--- src/hw/rtl/ird_pkg.sv ---
`timescale 1ns / 1ps

package ird_pkg;

  // ADC reading width
  localparam int ADC_BITS = 10;

  // Signed denominator raw*256 + offset, with room for the sign
  localparam int DEN_W = ADC_BITS + 10;

  // Numerator width (largest K below 2^22); quotient has the same width
  localparam int KW = 22;
  localparam int QW = KW;
  localparam int QCNT_W = $clog2(QW + 1);

  // Result widths
  localparam int FRONT_W = 8;
  localparam int SIDE_W = 7;
  localparam int DIFF_W = 8;

  // Configuration port
  localparam int PADDR_W = 3;
  localparam int PDATA_W = 32;

  // Channel codes
  localparam logic [1:0] CH_FRONT = 2'd0;
  localparam logic [1:0] CH_RIGHT = 2'd1;
  localparam logic [1:0] CH_LEFT = 2'd2;

  // Calibration in Q.8
  localparam logic [KW-1:0] FRONT_K = KW'(3983821);
  localparam logic [KW-1:0] RIGHT_K = KW'(1492255);
  localparam logic [KW-1:0] LEFT_K = KW'(1624735);
  localparam logic signed [DEN_W-1:0] FRONT_OFF = DEN_W'(6551);
  localparam logic signed [DEN_W-1:0] RIGHT_OFF = DEN_W'(-743);
  localparam logic signed [DEN_W-1:0] LEFT_OFF = DEN_W'(-577);
  localparam int FRONT_C = 7;
  localparam int RIGHT_C = 2;
  localparam int LEFT_C = 3;
  localparam int FRONT_LO = 20;
  localparam int FRONT_HI = 150;
  localparam int SIDE_LO = 10;
  localparam int SIDE_HI = 80;

  // Kept distances after reset
  localparam logic [FRONT_W-1:0] FRONT_INIT = FRONT_W'(70);
  localparam logic [SIDE_W-1:0] SIDE_INIT = SIDE_W'(30);

  // Divider status back to the sequencer
  typedef struct packed {
    logic busy;
    logic done;
  } div_stat_t;

  function automatic logic [KW-1:0] chan_k(input logic [1:0] ch);
    logic [KW-1:0] k;
    unique case (ch)
      CH_FRONT: k = FRONT_K;
      CH_RIGHT: k = RIGHT_K;
      default:  k = LEFT_K;
    endcase
    return k;
  endfunction

  function automatic logic signed [DEN_W-1:0] chan_off(input logic [1:0] ch);
    logic signed [DEN_W-1:0] off;
    unique case (ch)
      CH_FRONT: off = FRONT_OFF;
      CH_RIGHT: off = RIGHT_OFF;
      default:  off = LEFT_OFF;
    endcase
    return off;
  endfunction

  // Too-far code for a channel
  function automatic logic [FRONT_W-1:0] chan_far(input logic [1:0] ch);
    logic [FRONT_W-1:0] v;
    unique case (ch)
      CH_FRONT: v = FRONT_W'(FRONT_HI + 1);
      default:  v = FRONT_W'(SIDE_HI + 1);
    endcase
    return v;
  endfunction

  // Subtract the channel constant and clamp: above range -> hi+1, below -> lo-1.
  // Compared on the quotient itself so that q < c counts as below range.
  function automatic logic [FRONT_W-1:0] chan_limit(input logic [1:0] ch,
                                                    input logic [QW-1:0] q);
    logic [QW-1:0] c;
    logic [QW-1:0] lo_q;
    logic [QW-1:0] hi_q;
    logic [QW-1:0] d;
    logic [FRONT_W-1:0] v;
    unique case (ch)
      CH_FRONT: begin
        c = QW'(FRONT_C);
        lo_q = QW'(FRONT_LO + FRONT_C);
        hi_q = QW'(FRONT_HI + FRONT_C);
      end
      CH_RIGHT: begin
        c = QW'(RIGHT_C);
        lo_q = QW'(SIDE_LO + RIGHT_C);
        hi_q = QW'(SIDE_HI + RIGHT_C);
      end
      default: begin
        c = QW'(LEFT_C);
        lo_q = QW'(SIDE_LO + LEFT_C);
        hi_q = QW'(SIDE_HI + LEFT_C);
      end
    endcase
    d = q - c;
    if (q > hi_q) begin
      v = (ch == CH_FRONT) ? FRONT_W'(FRONT_HI + 1) : FRONT_W'(SIDE_HI + 1);
    end else if (q < lo_q) begin
      v = (ch == CH_FRONT) ? FRONT_W'(FRONT_LO - 1) : FRONT_W'(SIDE_LO - 1);
    end else begin
      v = d[FRONT_W-1:0];
    end
    return v;
  endfunction

endpackage

--- src/hw/rtl/ir_distance_linearizer_top.sv ---
`timescale 1ns / 1ps

// IR distance linearizer.
// Input channel (in_valid/in_ready): one set of three ADC readings, front,
// right and left. Output channel (out_valid/out_ready): the three kept
// distances in cm and left minus right, with 19/9 meaning too near and
// 151/81 too far.
// Each reading goes through one shared restoring divider (one quotient
// bit per cycle), channels in turn: front, right, left. A side reading
// whose denominator is zero or negative skips its divide and is taken
// as too far. The sequencer takes no new set until the left channel of
// the current one is done and its result is in the output register.
// in_ready is high only while the sequencer is idle. A new set is taken
// while the previous result still waits; if the receiver stalls, the
// sequencer holds the next result until the output register is taken.
// Reset (rst, synchronous) clears the handshakes, sets averaging on and
// the kept distances to 70 / 30 / 30.
// The APB port holds averaging_enable at address 0; write it while idle.
module ir_distance_linearizer_top (
  input  logic                           clk,
  input  logic                           rst,
  input  logic                           psel,
  input  logic                           penable,
  input  logic                           pwrite,
  input  logic [ird_pkg::PADDR_W-1:0]    paddr,
  input  logic [ird_pkg::PDATA_W-1:0]    pwdata,
  output logic [ird_pkg::PDATA_W-1:0]    prdata,
  output logic                           pready,
  input  logic                           in_valid,
  output logic                           in_ready,
  input  logic [ird_pkg::ADC_BITS-1:0]   front_raw,
  input  logic [ird_pkg::ADC_BITS-1:0]   right_raw,
  input  logic [ird_pkg::ADC_BITS-1:0]   left_raw,
  output logic                           out_valid,
  input  logic                           out_ready,
  output logic [ird_pkg::FRONT_W-1:0]    front_cm,
  output logic [ird_pkg::SIDE_W-1:0]     right_cm,
  output logic [ird_pkg::SIDE_W-1:0]     left_cm,
  output logic signed [ird_pkg::DIFF_W-1:0] left_minus_right
);
  import ird_pkg::*;

  typedef enum logic [1:0] {
    S_IDLE,
    S_LOAD,
    S_WAIT,
    S_FINISH
  } state_t;

  state_t             state;
  logic [1:0]         chan;
  logic [ADC_BITS-1:0] raw_front;
  logic [ADC_BITS-1:0] raw_right;
  logic [ADC_BITS-1:0] raw_left;
  logic [FRONT_W-1:0] nd_front;
  logic [SIDE_W-1:0]  nd_right;
  logic [SIDE_W-1:0]  nd_left;
  logic               averaging_enable;

  logic [ADC_BITS-1:0]     raw_sel;
  logic signed [DEN_W-1:0] den;
  logic                    den_far;
  logic                    div_start;
  logic [QW-1:0]           quotient;
  div_stat_t               div_stat;
  logic [FRONT_W-1:0]      chan_val;
  logic                    chan_last;
  logic                    out_free;
  logic [FRONT_W:0]        sum_front;
  logic [SIDE_W:0]         sum_right;
  logic [SIDE_W:0]         sum_left;
  logic [FRONT_W-1:0]      front_next;
  logic [SIDE_W-1:0]       right_next;
  logic [SIDE_W-1:0]       left_next;
  logic                    cfg_wr;

  // Configuration register
  assign pready = 1'b1;
  assign cfg_wr = psel && penable && pwrite && (paddr[PADDR_W-1] == 1'b0);
  assign prdata = (paddr[PADDR_W-1] == 1'b0) ? PDATA_W'(averaging_enable) : '0;

  always_ff @(posedge clk) begin
    if (rst) begin
      averaging_enable <= 1'b1;
    end else if (cfg_wr) begin
      averaging_enable <= pwdata[0];
    end
  end

  // Denominator of the current channel
  always_comb begin
    unique case (chan)
      CH_FRONT: raw_sel = raw_front;
      CH_RIGHT: raw_sel = raw_right;
      default:  raw_sel = raw_left;
    endcase
    den = $signed({2'b00, raw_sel, 8'b0}) + chan_off(chan);
    den_far = den[DEN_W-1] || (den == '0);
  end

  assign div_start = (state == S_LOAD) && !den_far;
  assign chan_last = (chan == CH_LEFT);

  ird_div u_div (
    .clk      (clk),
    .rst      (rst),
    .start    (div_start),
    .dividend (chan_k(chan)),
    .divisor  (den[DEN_W-2:0]),
    .quotient (quotient),
    .stat     (div_stat)
  );

  // Clamped distance of the channel finishing this cycle
  assign chan_val = (state == S_LOAD) ? chan_far(chan) : chan_limit(chan, quotient);

  // Averaging with the kept values, or the new distances alone when averaging is off
  always_comb begin
    sum_front = {1'b0, front_cm} + {1'b0, nd_front};
    sum_right = {1'b0, right_cm} + {1'b0, nd_right};
    sum_left = {1'b0, left_cm} + {1'b0, nd_left};
    if (averaging_enable) begin
      front_next = sum_front[FRONT_W:1];
      right_next = sum_right[SIDE_W:1];
      left_next = sum_left[SIDE_W:1];
    end else begin
      front_next = nd_front;
      right_next = nd_right;
      left_next = nd_left;
    end
  end

  assign out_free = !out_valid || out_ready;
  assign in_ready = (state == S_IDLE);

  // Sequencer, kept distances and output register
  always_ff @(posedge clk) begin
    if (rst) begin
      state <= S_IDLE;
      chan <= CH_FRONT;
      out_valid <= 1'b0;
      front_cm <= FRONT_INIT;
      right_cm <= SIDE_INIT;
      left_cm <= SIDE_INIT;
      left_minus_right <= '0;
    end else begin
      // A result taken in the finish cycle is replaced there instead
      if (out_valid && out_ready && (state != S_FINISH)) begin
        out_valid <= 1'b0;
      end
      unique case (state)
        S_IDLE: begin
          if (in_valid) begin
            raw_front <= front_raw;
            raw_right <= right_raw;
            raw_left <= left_raw;
            chan <= CH_FRONT;
            state <= S_LOAD;
          end
        end
        S_LOAD, S_WAIT: begin
          if ((state == S_LOAD && den_far) || (state == S_WAIT && div_stat.done)) begin
            unique case (chan)
              CH_FRONT: nd_front <= chan_val;
              CH_RIGHT: nd_right <= chan_val[SIDE_W-1:0];
              default:  nd_left <= chan_val[SIDE_W-1:0];
            endcase
            if (chan_last) begin
              state <= S_FINISH;
            end else begin
              chan <= chan + 2'd1;
              state <= S_LOAD;
            end
          end else if (state == S_LOAD) begin
            state <= S_WAIT;
          end
        end
        S_FINISH: begin
          if (out_free) begin
            front_cm <= front_next;
            right_cm <= right_next;
            left_cm <= left_next;
            left_minus_right <= $signed({1'b0, left_next} - {1'b0, right_next});
            out_valid <= 1'b1;
            state <= S_IDLE;
          end
        end
        default: state <= S_IDLE;
      endcase
    end
  end

endmodule

--- src/hw/rtl/ird_div.sv ---
`timescale 1ns / 1ps

// Restoring divider, one quotient bit per cycle
module ird_div (
  input  logic                      clk,
  input  logic                      rst,
  input  logic                      start,
  input  logic [ird_pkg::KW-1:0]    dividend,
  input  logic [ird_pkg::DEN_W-2:0] divisor,
  output logic [ird_pkg::QW-1:0]    quotient,
  output ird_pkg::div_stat_t        stat
);
  import ird_pkg::*;

  logic [DEN_W-1:0]  rem;
  logic [QW-1:0]     quo;
  logic [DEN_W-2:0]  dvs;
  logic [QCNT_W-1:0] cnt;
  logic              busy;
  logic              done;

  logic [DEN_W-1:0]  trial;
  logic              ge;
  logic [DEN_W-1:0]  rem_next;

  // One shift-subtract step
  always_comb begin
    trial = {rem[DEN_W-2:0], quo[QW-1]};
    ge = (trial >= {1'b0, dvs});
    rem_next = ge ? (trial - {1'b0, dvs}) : trial;
  end

  always_ff @(posedge clk) begin
    if (rst) begin
      busy <= 1'b0;
      done <= 1'b0;
      cnt <= '0;
    end else begin
      done <= 1'b0;
      if (start) begin
        rem <= '0;
        quo <= dividend;
        dvs <= divisor;
        cnt <= QCNT_W'(QW);
        busy <= 1'b1;
      end else if (busy) begin
        rem <= rem_next;
        quo <= {quo[QW-2:0], ge};
        cnt <= cnt - 1'b1;
        if (cnt == QCNT_W'(1)) begin
          busy <= 1'b0;
          done <= 1'b1;
        end
      end
    end
  end

  assign quotient = quo;
  assign stat.busy = busy;
  assign stat.done = done;

endmodule

--- config.mk ---
export PLATFORM = sky130hd
export DESIGN_NAME = ir_distance_linearizer_top
export DESIGN_NICKNAME = d
export VERILOG_FILES = /design/src/hw/rtl/ird_pkg.sv /design/src/hw/rtl/ir_distance_linearizer_top.sv /design/src/hw/rtl/ird_div.sv
export SDC_FILE = /design/constraint.sdc
export NUM_CORES = 1
export LEC_CHECK = 0
export BUFFER_PORTS_ARGS = -buffer_cell sky130_fd_sc_hd__buf_2
export CORE_UTILIZATION = 30
export CTS_CLUSTER_DIAMETER = 50
export DETAILED_ROUTE_END_ITERATION = 16
export HOLD_SLACK_MARGIN = 0.1
export SLEW_MARGIN = 5
export SYNTH_ARGS = -nofsm -noshare
export SYNTH_HDL_FRONTEND = slang
export SYNTH_HIERARCHICAL = 1
export SYNTH_SLANG_ARGS = --single-unit
--- constraint.sdc ---
create_clock -name clk -period 9.1 [get_ports clk]
set_input_delay 1.82 -clock clk [delete_from_list [all_inputs] [get_ports clk]]
set_output_delay 1.82 -clock clk [all_outputs]
set_load 0.01 [all_outputs]
; Word-level counts from Yosys, hierarchy flattened
; Cells that the tools add are included.
; W data, S select, Z words.
[op_classes]
add_sub_neg = 9
order_cmp = 3
eq_ne = 12
mux = 38
n_bitwise = 4
reduce_logical = 31
[ops]
columns = cell, count
row1 = $mux W22, 2
row2 = $pmux W22 S2, 1
row3 = $mux W8, 5
row4 = $pmux W20 S2, 1
row5 = $mux W19, 2
row6 = $gt A22 B8 Y1, 1
row7 = $lt A22 B5 Y1, 1
row8 = $add A19 B20 Y20, 1
row9 = $ge A20 B19 Y1, 1
row10 = $logic_not A20 Y1, 1
row11 = $pmux W10 S2, 1
row12 = $sub A19 B19 Y19, 1
row13 = $add A7 B7 Y8, 2
row14 = $mux W2, 8
row15 = $pmux W8 S2, 1
row16 = $reduce_and A4 Y1, 4
row17 = $mux W5, 3
row18 = $mux W7, 2
row19 = $ne A2 B2 Y1 const B, 5
row20 = $pmux W5 S2, 1
row21 = $add A8 B8 Y9, 1
row22 = $logic_and A1 B1 Y1, 8
row23 = $mux W1, 8
row24 = $sub A7 B7 Y8, 1
row25 = 19 further kinds, 35
[totals]
register_bits = 155
out_inout_bits = 65

; Logic depth before layout (Yosys ltp)
[logic_depth]
ltp_word = 9
ltp_mapped = 19

; Modules after synthesis
; Netlist, hierarchy kept.
[by_module_without_submodules]
columns = mod, n_inst, cells_each, area_each_um2, seq_area_each_um2
row1 = ir_distance_linearizer_top, 1, 602, 5761.8, 2282.2
row2 = ird_div, 1, 361, 3951.3, 1941.9

; Worst setup path before layout
; OpenSTA, ideal clock, no wires.
[synth_timing]
path_type = reg2reg
start = register chan[0]
end = register u_div.quo[0] (netlist: u_div/quotient[0]) (enable)
setup_ns = 0.439
arrival_time_ns = 5.006
path_slack_ns = 3.655
stages_incl_launch_ff = 17
n_path_buf = 3
period_less_slack_ns = 5.445
path_cell_list = dfxtp_1 -> inv_1 -> ha_1 -> or2_2 -> clkbuf_1 -> nor2_1 -> nor2_1 -> ha_1 -> o21a_1 -> o2111ai_1 -> a21o_1 -> and3_1 -> o21a_1 -> clkbuf_1 -> clkbuf_1 -> nor2_1 -> nor2_1
[synth_between]
elab_chain_cells = 9
elab_cells_between_ends = 11
cone_classes = add/sub (1) / eq/ne (1) / mux (2) / reduce/logical (7)
[synth_rtl]
columns = item, line_no
row1 = start: declaration, ir_distance_linearizer_top.sv:51  ; logic [1:0] chan;
row2 = start signal: assignment, ir_distance_linearizer_top.sv:171  ; chan <= chan + 2'd1;
row3 = $eq A2 B1 Y1 or $logic_not A2 Y1 (tied branches), "ird_pkg.sv:67, ir_distance_linearizer_top.sv:92"
row4 = $pmux W20 S2 or $pmux W10 S2 (tied branches), "ird_pkg.sv:67, ir_distance_linearizer_top.sv:92"
row5 = $add A19 B20 Y20 (*), ir_distance_linearizer_top.sv:97  ; den = $signed({2'b00, raw_sel, 8'b0}) + chan_off(chan);
row6 = $logic_not A20 Y1, ir_distance_linearizer_top.sv:98  ; den_far = den[DEN_W-1] || (den == '0);
row7 = $logic_or A1 B1 Y1 (*), ir_distance_linearizer_top.sv:98
row8 = $logic_not A1 Y1 (*), ir_distance_linearizer_top.sv:101  ; assign div_start = (state == S_LOAD) && !den_far;
row9 = $logic_and A1 B1 Y1 (*), ir_distance_linearizer_top.sv:101
row10 = net div_start, ir_distance_linearizer_top.sv:63  ; logic div_start;
row11 = $reduce_bool A2 Y1 (no source line) (*), n/a
row12 = $reduce_and A2 Y1 (no source line) (*), n/a
row13 = end signal: assignment, ird_div.sv:42  ; quo <= dividend;
row14 = end signal: assignment, ird_div.sv:48  ; quo <= {quo[QW-2:0], ge};
row15 = end: declaration, ird_div.sv:16  ; logic [QW-1:0] quo;
; The timed path passes the listed nets; every way through them passes the cells marked *.
; A chain may end at the register's enable or synchronous reset.

; Worst setup path in the final report
[layout_timing]
start = register chan[0]
end = register u_div.dvs[12] (enable)
[layout_between]
elab_chain_cells = 8
elab_cells_between_ends = 10
cone_classes = add/sub (1) / eq/ne (1) / mux (2) / reduce/logical (6)
[layout_rtl]
columns = item, line_no
row1 = $eq A2 B1 Y1 or $logic_not A2 Y1 (tied branches), "ird_pkg.sv:67, ir_distance_linearizer_top.sv:92"
row2 = $pmux W20 S2 or $pmux W10 S2 (tied branches), "ird_pkg.sv:67, ir_distance_linearizer_top.sv:92"
row3 = $add A19 B20 Y20 (*), ir_distance_linearizer_top.sv:97
row4 = $logic_not A20 Y1, ir_distance_linearizer_top.sv:98
row5 = $logic_or A1 B1 Y1 (*), ir_distance_linearizer_top.sv:98
row6 = $logic_not A1 Y1 (*), ir_distance_linearizer_top.sv:101
row7 = $logic_and A1 B1 Y1 (*), ir_distance_linearizer_top.sv:101
row8 = net div_start, ir_distance_linearizer_top.sv:63
row9 = $reduce_and A2 Y1 (no source line) (*), n/a
row10 = end signal: assignment, ird_div.sv:43  ; dvs <= divisor;
row11 = end: declaration, ird_div.sv:17  ; logic [DEN_W-2:0] dvs;
; Marked as above.

==> summary.txt <==
Fin. Hold Viols: 0
worst reg2reg path endpoint: u_div/dvs[12]
setup_tns: 0 ns
Max-slew headroom: 34.04%
GP Congestion: 0.8398
RSZ-0062 raised after global routing: no
slowest CP cell: clkinv_1
Sink Count: 155
HP Class: flip-flop to flip-flop
Die Width: 181.9 um
post-cts resize count: 0
number of buffers created by CTS: 17
clock latency at the later pin of the worst-skew pair: 0.43 ns
cell area after layout: 10980 um^2
fraction of layout cells with a size suffix above 1: 15.12%
WP data required: 9.21 ns
count of non-filler cells in the finished layout: 1447
data arrival time of the worst path: 6.11 ns
first-pass GRT wire length: 34350 um
initial antenna violation count: 0
area of the core: 31720 um^2
final setup violation count: 0
max-cap violations: 0
placed insts: 1415
Die Area: 33070 um^2
clk_skew: 0.01097 ns
final wirelength: 21460 um
Initial Utilization: 30.60%
Setup crit end kind: flip-flop
DRC Markers: 0
P_leak: 4.391 nW
area grow syn2layout: 13.11%
VDD IR max: 0.1160 mV
Max FO, Critical Path: 47
Buf/Inv on CP: 4
Ports: 137
Post-Syn Instances: 962
worst slack, placed: 3.146 ns
Clock transition at path regs: 0.06 ns
ANT cells: 0
Root Buffer: clkbuf_16
vias per inst: 5.019
cell depth of the worst min-delay path: 2
Cell Area, Synth: 9706 um^2
Worst Max-Slew Pin Slew: 0.9894 ns
Post-CTS Hold Buffers: 0
critical path startpoint category: flip-flop
Hold EP: left_minus_right[4]
fin crit period: 5.998 ns
num rows: 65
pin count of the biggest net entering global routing: 48
Final WS setup: 3.102 ns
CP cell instances: inv_1 -> ha_1 -> nor2b_1 -> a21oi_1 -> a21oi_1 -> nor2_1 -> ha_1 -> o21a_1 -> o2111ai_1 -> a21o_1 -> and3_1 -> o21a_1 -> buf_4 -> clkinv_1 -> nor2_1 -> buf_4
Final Max Slew Viols: 0
post-synthesis area per instance: 10.09 um^2
FF-to-FF Start: chan[0]
gr ovfl total: 0
CP peak stage delay: 0.75 ns
delay-heaviest family, CP: buffers and inverters
Reg2Reg Depth: 16
Routed WL per cell: 14.83 um
Setup Fix Bufs, Post-CTS: 0
Area after DPL: 10380 um^2
count of input and output buffers: 71
Layout Utilization: 34.61%
TritonCTS clock tree: built
run status: finished clean
crit path kind: flip-flop to flip-flop
Vias: 7262
CTS H-Tree Depth: 4
drt first pass iters: 5
DRT iter0 DRCs: 428
GRT Overall Usage: 13.04%
Fmax: 0.1667 GHz
Cell Pwr Density: 242.0 nW/um^2
setup slack, reg-to-reg: 3.10 ns
vias in the first global route: 6794
hold path start: left_minus_right[4]
CTS Buffer Depth: 2
HPWL Detailed: 15370 um
Ys Warns: 6
Final ANT Viol Nets: 0
chip height: 181.9 um
NumNets Final: 1183
fin crit share: 65.91%
-- metal layers --
metal | share of wire (%) | GRT usage, % | up-vias
li1 | - | - | 3616
met1 | 50 | 17.46 | 3445
met2 | 45 | 21.06 | 171
met3 | 3.2 | 1.966 | 30
met4 | 1.9 | 5.210 | 0
met5 | 0 | 0 | -
-- how the worst max path moves through the flow --
stage                        from           endpoint  slack, ns  cells past startpoint
after CTS                 chan[0]      u_div/dvs[12]       3.07                     16
after global routing      chan[0]       u_div/dvs[4]       2.67                     16
after detailed placement  chan[0]      u_div/dvs[17]       3.15                     16
final                     chan[0]      u_div/dvs[12]       3.10                     16
after floorplan           chan[0]  u_div/quotient[0]       3.65                     16
after global placement    chan[0]      u_div/dvs[17]       3.20                     16
-- report_power, final --
group          switching, mW  internal, mW
Combinational          0.566         0.376
Clock                  0.297         0.430
Sequential            0.0664         0.921
-- worst min-delay path, cell delays in order (launching register included) --
cell and delay [ns]:
dfxtp_1 0.31, nand2_1 0.05, a21oi_1 0.05
-- cell usage in the layout, fill, tap and decap left out, types with 4 or more instances in the layout --
cell type and n:
a21boi_0 5, buf_4 7, xnor2_1 27, clkbuf_16 18, o211ai_1 20, or2_2 6, or4_1 6, o2111ai_1 6
edfxtp_1 112, a21oi_1 74, conb_1 45, nand2_1 60, nand2b_1 7, a211o_1 5, nor4_1 4, and3_1 11
nand3_1 19, a21o_1 14, buf_2 71, a31oi_1 9, a211oi_1 8, xor2_1 11, nor3b_1 4, mux2_2 25
nor3_1 18, o21a_1 20, nor2_1 61, and2_1 4, ha_1 74, mux2i_1 12, fa_1 5, nor2b_1 19
inv_1 66, a31o_2 6, o31ai_1 11, nand4_1 6, o21ai_0 47, dfxtp_1 43, or3_1 8
-- final cells by class --
type / count / area (um^2)
clock buffers: 20 / 467.9
clock inverters: 12 / 131.4
fillers: 3200 / 20740
inverters: 68 / 255.2
multi-input cells: 712 / 4989
flip-flops and latches: 155 / 4224
well taps: 402 / 503.0
repair buffers: 78 / 407.9
-- through the flow --
stage | hold WS (ns) | total power [mW]
final | 0.4485 | 2.657
after global routing | 0.4932 | 2.810
after CTS | 0.4547 | 2.667
after detailed placement | 0.4473 | 1.931
after global placement | 0.4400 | 1.917
after floorplan | 0.4660 | 1.718
-- state kept, by name, summed over array words and instances (netlist names), 8 cells and up --
signal and cells:
raw_right 10, u_div/rem 19, u_div/quotient 22, raw_left 10
front_cm 8, left_minus_right 8, nd_front 8, raw_front 10
u_div/dvs 19
No activity file was read; power rests on OpenSTA's default activity.
